## src/rtl/sbs_pkg.sv

```systemverilog
`timescale 1ns / 1ps

package sbs_pkg;

	localparam int TABLE_DEPTH = 1024;
	localparam int ADDR_W      = $clog2(TABLE_DEPTH);
	localparam int CNT_W       = $clog2(TABLE_DEPTH + 1);
	localparam int DATA_W      = 32;
	localparam int SLOT_W      = 10;
	localparam int POS_W       = 10;
	localparam int COUNT_W     = 11;
	localparam int S_TDATA_W   = 48;
	localparam int M_TDATA_W   = 16;

	localparam logic CMD_LOAD   = 1'b0;
	localparam logic CMD_SEARCH = 1'b1;

	typedef struct packed {
		logic              we;
		logic [ADDR_W-1:0] waddr;
		logic [DATA_W-1:0] wdata;
		logic              re;
		logic [ADDR_W-1:0] raddr;
	} sbs_mem_req_t;

endpackage

```

## src/rtl/sbs_search_fsm.sv

```systemverilog
`timescale 1ns / 1ps

module sbs_search_fsm
	import sbs_pkg::*;
(
	input  logic              clk,
	input  logic              arst_n,
	input  logic              in_valid,
	output logic              in_ready,
	input  logic              in_cmd,
	input  logic [SLOT_W-1:0] in_slot,
	input  logic [DATA_W-1:0] in_value,
	input  logic [CNT_W-1:0]  n,
	input  logic [DATA_W-1:0] rd_data,
	output sbs_mem_req_t      mem_req,
	output logic              out_valid,
	input  logic              out_ready,
	output logic              out_found,
	output logic [POS_W-1:0]  out_pos
);

	typedef enum logic [2:0] {
		ST_IDLE   = 3'b001,
		ST_PROBE  = 3'b010,
		ST_RESULT = 3'b100
	} state_t;

	state_t                    state_q, state_n;
	logic [CNT_W-1:0]          lo_q, lo_n;
	logic [CNT_W-1:0]          hi_q, hi_n;    // exclusive upper bound
	logic [ADDR_W-1:0]         mid_q, mid_n;
	logic signed [DATA_W-1:0]  key_q;
	logic                      res_found_q, res_found_n;
	logic [POS_W-1:0]          res_pos_q, res_pos_n;
	logic                      out_valid_q;
	logic                      out_found_q;
	logic [POS_W-1:0]          out_pos_q;
	logic                      out_free;
	logic signed [DATA_W-1:0]  probe;
	logic [CNT_W-1:0]          span;
	logic [ADDR_W-1:0]         mid0;

	assign out_free = !out_valid_q || out_ready;
	assign probe    = $signed(rd_data);
	assign in_ready = (state_q == ST_IDLE);
	assign mid0     = ADDR_W'((n - CNT_W'(1)) >> 1);

	always_comb begin
		state_n       = state_q;
		lo_n          = lo_q;
		hi_n          = hi_q;
		mid_n         = mid_q;
		res_found_n   = res_found_q;
		res_pos_n     = res_pos_q;
		span          = '0;
		mem_req.we    = 1'b0;
		mem_req.waddr = ADDR_W'(in_slot);
		mem_req.wdata = in_value;
		mem_req.re    = 1'b0;
		mem_req.raddr = mid0;
		case (state_q)
			ST_IDLE: begin
				if (in_valid) begin
					if (in_cmd == CMD_LOAD) begin
						mem_req.we = (32'(in_slot) < 32'(TABLE_DEPTH));
					end else if (n == '0) begin
						res_found_n = 1'b0;
						res_pos_n   = '0;
						state_n     = ST_RESULT;
					end else begin
						lo_n       = '0;
						hi_n       = n;
						mid_n      = mid0;
						mem_req.re = 1'b1;
						state_n    = ST_PROBE;
					end
				end
			end
			ST_PROBE: begin
				// rd_data holds the slot at mid_q
				if (probe == key_q) begin
					res_found_n = 1'b1;
					res_pos_n   = POS_W'(mid_q);
					state_n     = ST_RESULT;
				end else begin
					if (probe > key_q) begin
						hi_n = CNT_W'(mid_q);
					end else begin
						lo_n = CNT_W'(mid_q) + CNT_W'(1);
					end
					if (lo_n >= hi_n) begin
						res_found_n = 1'b0;
						res_pos_n   = '0;
						state_n     = ST_RESULT;
					end else begin
						span          = hi_n - lo_n - CNT_W'(1);
						mid_n         = ADDR_W'(lo_n + (span >> 1));
						mem_req.re    = 1'b1;
						mem_req.raddr = mid_n;
					end
				end
			end
			ST_RESULT: begin
				if (out_free) begin
					state_n = ST_IDLE;
				end
			end
			default: begin
				state_n = ST_IDLE;
			end
		endcase
	end

	always_ff @(posedge clk or negedge arst_n) begin
		if (!arst_n) begin
			state_q     <= ST_IDLE;
			out_valid_q <= 1'b0;
		end else begin
			state_q <= state_n;
			if (state_q == ST_RESULT && out_free) begin
				out_valid_q <= 1'b1;
			end else if (out_ready) begin
				out_valid_q <= 1'b0;
			end
		end
	end

	always_ff @(posedge clk) begin
		lo_q        <= lo_n;
		hi_q        <= hi_n;
		mid_q       <= mid_n;
		res_found_q <= res_found_n;
		res_pos_q   <= res_pos_n;
		if (state_q == ST_IDLE && in_valid) begin
			key_q <= $signed(in_value);
		end
		if (state_q == ST_RESULT && out_free) begin
			out_found_q <= res_found_q;
			out_pos_q   <= res_pos_q;
		end
	end

	assign out_valid = out_valid_q;
	assign out_found = out_found_q;
	assign out_pos   = out_pos_q;

endmodule

```

## config.mk

```make
export PLATFORM = sky130hd
export DESIGN_NAME = sbs_search_fsm
export DESIGN_NICKNAME = d
export VERILOG_FILES = /design/src/rtl/sbs_pkg.sv /design/src/rtl/sbs_search_fsm.sv
export SDC_FILE = /design/constraint.sdc
export NUM_CORES = 1
export LEC_CHECK = 0
export ABC_AREA = 1
export ABC_CLOCK_PERIOD_IN_PS = 13200
export BUFFER_PORTS_ARGS = -buffer_cell sky130_fd_sc_hd__buf_2
export CORE_ASPECT_RATIO = 0.8
export CORE_UTILIZATION = 40
export CTS_CLUSTER_SIZE = 30
export DETAILED_ROUTE_END_ITERATION = 12
export GPL_ROUTABILITY_DRIVEN = 0
export HOLD_SLACK_MARGIN = 0.1
export PLACE_DENSITY = 0.6
export RECOVER_POWER = 50
export SLEW_MARGIN = 20
export SYNTH_ARGS = -nofsm -noshare
export SYNTH_HDL_FRONTEND = slang
export SYNTH_SLANG_ARGS = --single-unit
```

## constraint.sdc

```tcl
create_clock -name clk -period 13.2 [get_ports clk]
set_input_delay 2.64 -clock clk [delete_from_list [all_inputs] [get_ports clk]]
set_output_delay 2.64 -clock clk [all_outputs]
set_load 0.01 [all_outputs]
```

Word-level counts from Yosys, hierarchy flattened

Cells that the tools add are included.

Bits in registers: 90
Output and inout port bits: 67
Bits of input ports: 90
Word-level logic and storage cells: 93

Reduce and logical (&&, ||, !) cells: 11
Eq/ne operators: 12
$add $sub $neg: 5
Magnitude comparators: 2
Muxes and demuxes: 53

Operators with widths:

| operator                                              | number |
|---|---|
| 2-to-1 mux 11 bit                                     | 16 |
| 2-to-1 mux 10 bit                                     | 11 |
| one-hot mux 11 bit (2 select lines)                   | 2 |
| one-hot mux 10 bit (2 select lines)                   | 2 |
| equality test 32 bit                                  | 1 |
| > comparator 32 bit                                   | 1 |
| subtractor 11 x 1 -> 11 bit, second input constant    | 2 |
| 2-to-1 mux 3 bit                                      | 6 |
| 2-to-1 mux 1 bit                                      | 13 |
| adder 10 x 1 -> 11 bit, second input constant         | 1 |
| greater-or-equal comparator 11 bit                    | 1 |
| logical NOT 11 bit                                    | 1 |
| subtractor 11 bit                                     | 1 |
| adder 10 bit                                          | 1 |
| inequality test 2 bit, second input constant          | 5 |
| AND reduction 5 bit                                   | 2 |
| one-hot mux 3 bit (3 select lines)                    | 1 |
| AND reduction 6 bit                                   | 1 |
| inequality test 2 x 1 -> 1 bit, second input constant | 2 |
| one-hot mux 1 bit (2 select lines)                    | 2 |
| AND reduction 4 bit                                   | 1 |
| nonzero test 2 bit                                    | 2 |
| equality test 3 x 1 -> 1 bit, second input constant   | 1 |
| equality test 3 x 2 -> 1 bit, second input constant   | 1 |
| other kinds (5)                                       | 6 |

Longest topological paths before layout

Gate-level depths: netlist of run 1.

Depth after elaboration: 10
Depth in mapped cells: 39
Mapped depth without buffers: 39

Worst setup path before layout of run 1

OpenSTA, ideal clock, no wires.

Kind: in2out
Start point: input port rd_data[31]
End point: output port mem_req[9] in the netlist's numbering
Required time: 10.560 ns
Stages on the path: 30
Data arrival time: 6.772 ns
Buffers on the path: 3
Slack: 3.788 ns
Cell sequence: ha_1 nand2_2 nor2_4 nand2_2 nor4_4 inv_2 nand3_2 buf_6 clkbuf_1 clkbuf_1 o21ai_0 o21ai_0 ha_1 inv_1 a21oi_1 o21ai_1 o21ai_1 nand2_1 nand2_1 a21boi_1 xor2_1 inv_1 ha_1 nand2_1 inv_1 a221oi_1 nand3_1 nand2_1 nand2_1 nand2_1

RTL lines:

| item        | line                 | source |
|---|---|---|
| from (decl) | sbs_search_fsm.sv:14 | `input logic [DATA_W-1:0] rd_data,` |
| to (decl)   | sbs_search_fsm.sv:15 | `output sbs_mem_req_t mem_req,` |

==> impl_metrics.tcl, run 1 <==
set metrics [dict create \
    status "finished with violations" \
    violations "capacitance limit, slew limit" \
    synth_top_area_share_pct 41.4 \
    via_per_inst 4.72 \
    cts_hold_buf 0 \
    min-delay-start "res_pos_q[6]" \
    core_area_sq_um 15100 \
    final_hold_viol_count 0 \
    ys_types 42 \
    initial_core_util_pct 41.3 \
    synth_simple_gate_area_share_pct 18.3 \
    max_stage_delay_ns 0.78 \
    syn_avg_cell_area_sq_um 8.67 \
    yosys.area.top_type "edfxtp_1" \
    area_growth_syn_to_layout_pct 13.4 \
    ff2ff_path_depth 28 \
    tightest_slew_ns 2.83 \
    p_switching_uw 939 \
    finalSetupViolCount 0 \
    ir_drop_uv 145 \
    powerDensity_nw_per_um2 273 \
    first_pass_iters 5 \
    clock_path_buffers 2 \
    grt_overflow_total 0 \
    p_leak_nw 3.44 \
    p_int_uw 992 \
    hold_end "out_pos[6]" \
    power_frac_comb_pct 62.1 \
    synth_xor_area_share_pct 3.51 \
    antenna_found_initial 0 \
    synthesis.nets 872 \
    period_needed_ns 10.94 \
    synth_area_leaders "edfxtp_1, ha_1, nand2_1" \
    timing.fmax_mhz 91.4 \
    critPathArrivalTime_ns 8.30 \
    p_sw_share_pct 48.6 \
    timing.rr.start "key_q[31]" \
    path_common_cell "nand2_1" \
    postLayoutCoreUtil_pct 46.9 \
    cts_root_buf "clkbuf_16" \
    slew_viol_final 33 \
    grt_max_degree 40 \
    fp.dieW_microns 142 \
    synth-edff-count 86 \
    holdPathStages 0 \
    synth-seq-cells 90 \
    synthArstFlopShare_pct 4.44 \
    yosys_warnings 0 \
    grt_pass1_vias 4465 \
    synth_area_sq_um 6240 \
    r2r-end "mid_q[9]" \
    routed_wirelength_mm 13.9 \
    cts_tree "done" \
    hold_path_class "reg2reg" \
    rows 40 \
    syn-instance-count 720 \
    wl_per_cell_microns 13.4 \
    io_pins 157 \
    critical_path_class "in2out" \
    clkTransAtPathRegs_ns 0.07 \
    synth_mux_area_share_pct 0 \
    postRouteAntennaNets 0 \
    grt_pass1_wl_mm 22.6 \
    path_max_fanout 39 \
    synth_ff_type "edfxtp_1" \
    worst_slew_margin_rel_pct -89.2 \
    die_height_microns 114 \
    postCtsSetupBuffers 0 \
    fin_crit_sh_pct 82.9 \
    reg2reg_slack_ns 7.17 \
    clock_power_share_pct 14.0 \
    port_buffers 136 \
    fin_setup_tns_ns 0 \
    hold_slack_ns 0.420 \
    cp_slowest_cell "nor4_1" \
    drcViolationCount 0 \
    drive_gt1_share_pct 17.6 \
    cts.sinks 90 \
    dieArea_sq_um 16100 \
    vias 4872 \
    drv_cap 1 \
    drt_iter0_drc 325 \
    rsz0062_at_grt "no" \
    cts_resized 0 \
    grt_usage_pct 18.2 \
    hpwl_mm 11.0 \
    start_kind "primary input" \
    cts-htree-levels 3 \
    diodes 0 \
    seq_area_frac_synth_pct 43.0 \
    synth_top_family_by_area "simple AND/OR/NAND/NOR gates" \
    synth-compound-area-share_pct 9.02 \
    numCtsBuffers 9 \
    crit_path_end_kind "primary output" \
    clkLatencyLatePin_ns 0.36 \
    synth_fa_ha_area_share_pct 12.5 \
    fin_nets 970 \
    fin_skew_ns 0.0124 \
    worstPathRequired_ns 10.56 \
    seq_power_share_pct 23.9 \
]
## registers in the layout, indices dropped and copies added, names as in the netlist, 3 cells and up
name,cells
key_q,32
lo_q,11
res_pos_q,10
out_pos,10
mid_q,10
hi_q,11
state_q,3
## through the flow
| stage | setup slack, ns | power [mW] | std cells | area (sq um) |
|---|---|---|---|---|
| 2_1_floorplan | 3.79 | 1.37 | 720 | 6240 |
| 3_3_place_gp | 2.87 | 1.66 | 1017 | 6850 |
| 3_5_place_dp | 2.89 | 1.65 | 1017 | 6850 |
| 4_1_cts | 2.86 | 1.93 | 1033 | 7160 |
| 5_1_grt | 1.63 | 2.12 | 1033 | 7080 |
| 6_report | 2.26 | 1.93 | 1033 | 7080 |
## synthesized netlist by cell type, types with 3 or more instances
cell type    n
a21oi_1     30
buf_4       42
clkbuf_1     7
dfrtp_1      3
edfxtp_1    86
ha_1        61
inv_1      120
inv_2        7
nand2_1    149
nand2_2      9
nand3_1     27
nand4_1     10
nor2_1      48
nor3_1       4
o21a_1       4
o21ai_0     43
o21ai_1      9
o21ai_2      4
or2_2        3
xnor2_1      6
xor2_1      19
## cell families (layout without fill, tap and decap cells)
family,Yosys count,after routing
AOI/OAI and AO/OA,101,101
and+or+nand+nor,261,261
adders and majority gates,62,62
DFF,90,90
buffers and inverters,181,284
xor gates and xnor gates,25,25
## critical path: cells and delay by family
kind,cells,cell delay (ns)
AND/OR/NAND/NOR,14,2.62
AO/OA/AOI/OAI,5,1.02
adder cells (fa/ha/maj),3,1.01
buffers and inverters,6,0.83
XOR/XNOR,1,0.17
## cells in the final DEF (no fill, tap or decap), types with 2 or more instances in the layout
cell       count
a211oi_1       2
a21o_1         2
a21oi_1       30
a221oi_1       2
buf_2         99
buf_4          3
clkbuf_1      38
clkbuf_16      9
clkinv_1       3
dfrtp_1        3
edfxtp_1      86
ha_1          61
inv_1        120
inv_2          6
inv_6          3
nand2_1      150
nand2_2        8
nand3_1       27
nand3b_1       2
nand4_1       10
nor2_1        48
nor3_1         4
nor3_2         2
nor4_1         3
o21a_1         4
o21ai_0       43
o21ai_1        9
o21ai_2        4
or2_2          3
xnor2_1        6
xor2_1        19
## worst max-delay path by stage
stage | startpoint | depth (start not counted) | to | slack, ns
floorplan | rd_data[31] | 30 | mem_req[9] | 3.79
global placement | rd_data[23] | 29 | mem_req[9] | 2.87
detailed placement | rd_data[23] | 29 | mem_req[9] | 2.89
CTS | rd_data[23] | 29 | mem_req[9] | 2.86
global route | rd_data[31] | 29 | mem_req[9] | 1.63
finish | rd_data[31] | 29 | mem_req[9] | 2.26
## power by group through the flow
stage / Clock [mW] / Combinational, mW / Sequential [mW]
2_1_floorplan: 0 / 0.914 / 0.457
3_3_place_gp: 0 / 1.20 / 0.463
3_5_place_dp: 0 / 1.18 / 0.465
4_1_cts: 0.275 / 1.20 / 0.459
5_1_grt: 0.285 / 1.36 / 0.471
6_report: 0.270 / 1.20 / 0.461
## cell type report
type | instances | area, sq um
clock buffers | 9 | 225
flip-flops and latches | 90 | 2680
well taps | 210 | 263
clock inverters | 7 | 85.1
fillers | 1553 | 8030
inverters | 128 | 480
repair buffers | 140 | 661
multi-input cells | 449 | 2680
## per-layer routing
layer  global-route usage (%)  share of wire (%)  vias up  wire (microns)
met5                        0                  0        -               0
met4                     5.81                1.5        0             208
met3                     2.98                5.5       15             757
met2                     26.3                 41      137            5740
met1                     27.6                 52     2206            7170
li1                         -                  -     2514               -
Note: power is estimated with default switching activity, not from simulation.
==> run 2, diff against run 1 <==
- ABC_CLOCK_PERIOD_IN_PS: 13200 -> 9650
- PLACE_DENSITY: 0.6 -> 0.62
- clock period: 13.2 -> 9.65 ns (I/O delays scaled with it)
==> impl_metrics.tcl, run 2 (synthesized netlist as in run 1, its figures left out) <==
set metrics [dict create \
    area_growth_syn_to_layout_pct 13.9 \
    drcViolationCount 0 \
    worstPathRequired_ns 7.72 \
    drive_gt1_share_pct 19.2 \
    fp.dieW_microns 142 \
    port_buffers 136 \
    fin_crit_sh_pct 91.2 \
    timing.fmax_mhz 114 \
    fillCellCount 1531 \
    hold_path_class "reg2reg" \
    holdPathStages 0 \
    timing.rr.start "key_q[31]" \
    violations "capacitance limit, slew limit" \
    finalSetupViolCount 0 \
    cts_root_buf "clkbuf_16" \
    path_common_cell "nand2_1" \
    tightest_slew_ns 1.89 \
    die_height_microns 114 \
    crit_buf_inv 7 \
    cts_resized 0 \
    postRouteAntennaNets 0 \
    postLayoutCoreUtil_pct 47.1 \
    top_register "key_q" \
    numCtsBuffers 9 \
    diodes 0 \
    clkLatencyLatePin_ns 0.35 \
    slew_viol_final 33 \
    cts_tree "done" \
    final_cell_mix "nand2_1, inv_1, buf_2" \
    grt_usage_pct 18.0 \
    clock_path_buffers 2 \
    r2r-end "mid_q[9]" \
    ir_drop_uv 202 \
    wl_per_cell_microns 13.2 \
    dieArea_sq_um 16100 \
    fin_nets 974 \
    critPathArrivalTime_ns 6.87 \
    top_regs "key_q x32, hi_q x11, lo_q x11" \
    via_per_inst 4.63 \
    first_pass_iters 5 \
    critical_path_class "in2out" \
    fin_skew_ns 0.00569 \
    reg2reg_slack_ns 4.35 \
    routed_wirelength_mm 13.7 \
    crit_path_end_kind "primary output" \
    p_leak_nw 3.48 \
    hpwl_mm 11.0 \
    postCtsSetupBuffers 0 \
    grt_overflow_total 0 \
    start_kind "primary input" \
    cts_hold_buf 0 \
    final_hold_viol_count 0 \
    drt_iter0_drc 238 \
    cp_top_family "simple AND/OR/NAND/NOR gates" \
    io_pins 157 \
    max_stage_delay_ns 0.51 \
    rows 40 \
    grt_pass1_wl_mm 22.2 \
    vias 4797 \
    antenna_found_initial 0 \
    grt_pass1_vias 4553 \
    drv_cap 1 \
    status "finished with violations" \
    layout_commonest_cell "nand2_1" \
    fin_setup_tns_ns 0 \
    endpoint "mem_req[9]" \
    ff2ff_path_depth 29 \
    rsz0062_at_grt "no" \
    largest_register_ffs 32 \
    clkTransAtPathRegs_ns 0.07 \
    core_area_sq_um 15100 \
    initial_core_util_pct 41.3 \
    cts.sinks 90 \
    crit_cells 30 \
    grt_max_degree 39 \
    cp_slowest_cell "nor4_1" \
    path_max_fanout 38 \
    powerDensity_nw_per_um2 369 \
    worst_slew_margin_rel_pct -25.8 \
    critPathLaunch "rd_data[31]" \
    cts-htree-levels 3 \
    period_needed_ns 8.80 \
]
## run 2: final cells by class
type | instances | area, sq um | area share (%)
Clock buffer | 9 | 225 | 3.17
Tap cell | 210 | 263 | 3.69
Clock inverter | 7 | 68.8 | 0.967
Multi-Input combinational cell | 449 | 2690 | 37.9
Sequential cell | 90 | 2680 | 37.7
Inverter | 128 | 480 | 6.75
Timing Repair Buffer | 144 | 698 | 9.82
## run 2: report_power, final
part | total, mW | switching, mW | internal [mW]
clock network | 0.348 | 0.166 | 0.182
registers | 0.630 | 0.0400 | 0.590
logic | 1.65 | 1.08 | 0.567
## run 2: worst min-delay path by stage
stage	start	to	slack (ns)
global placement	res_pos_q[3]	out_pos[3]	0.40
floorplan	res_found_q	out_found	0.40
finish	res_pos_q[1]	out_pos[1]	0.42
CTS	res_pos_q[1]	out_pos[1]	0.42
detailed placement	res_pos_q[1]	out_pos[1]	0.40
global route	res_pos_q[6]	out_pos[6]	0.43
## run 2: per-layer routing
| metal | track usage (%) | up-vias | wire length, microns |
|---|---|---|---|
| li1 | - | 2513 | - |
| met1 | 26.5 | 2127 | 7060 |
| met2 | 26.9 | 144 | 5720 |
| met3 | 2.90 | 13 | 753 |
| met4 | 5.66 | 0 | 158 |
| met5 | 0 | - | 0 |
## run 2: through the flow
step                      total power, mW  worst slack, ns  std cells  hold WS, ns  area, sq um
after global routing                 2.90            0.284       1037        0.432         7110
after CTS                            2.62             1.05       1037        0.421         7170
final                                2.63            0.852       1037        0.421         7110
after detailed placement             2.25             1.06       1021        0.405         6880
after floorplan                      1.88             1.66        720        0.400         6240
after global placement               2.25             1.03       1021        0.405         6880
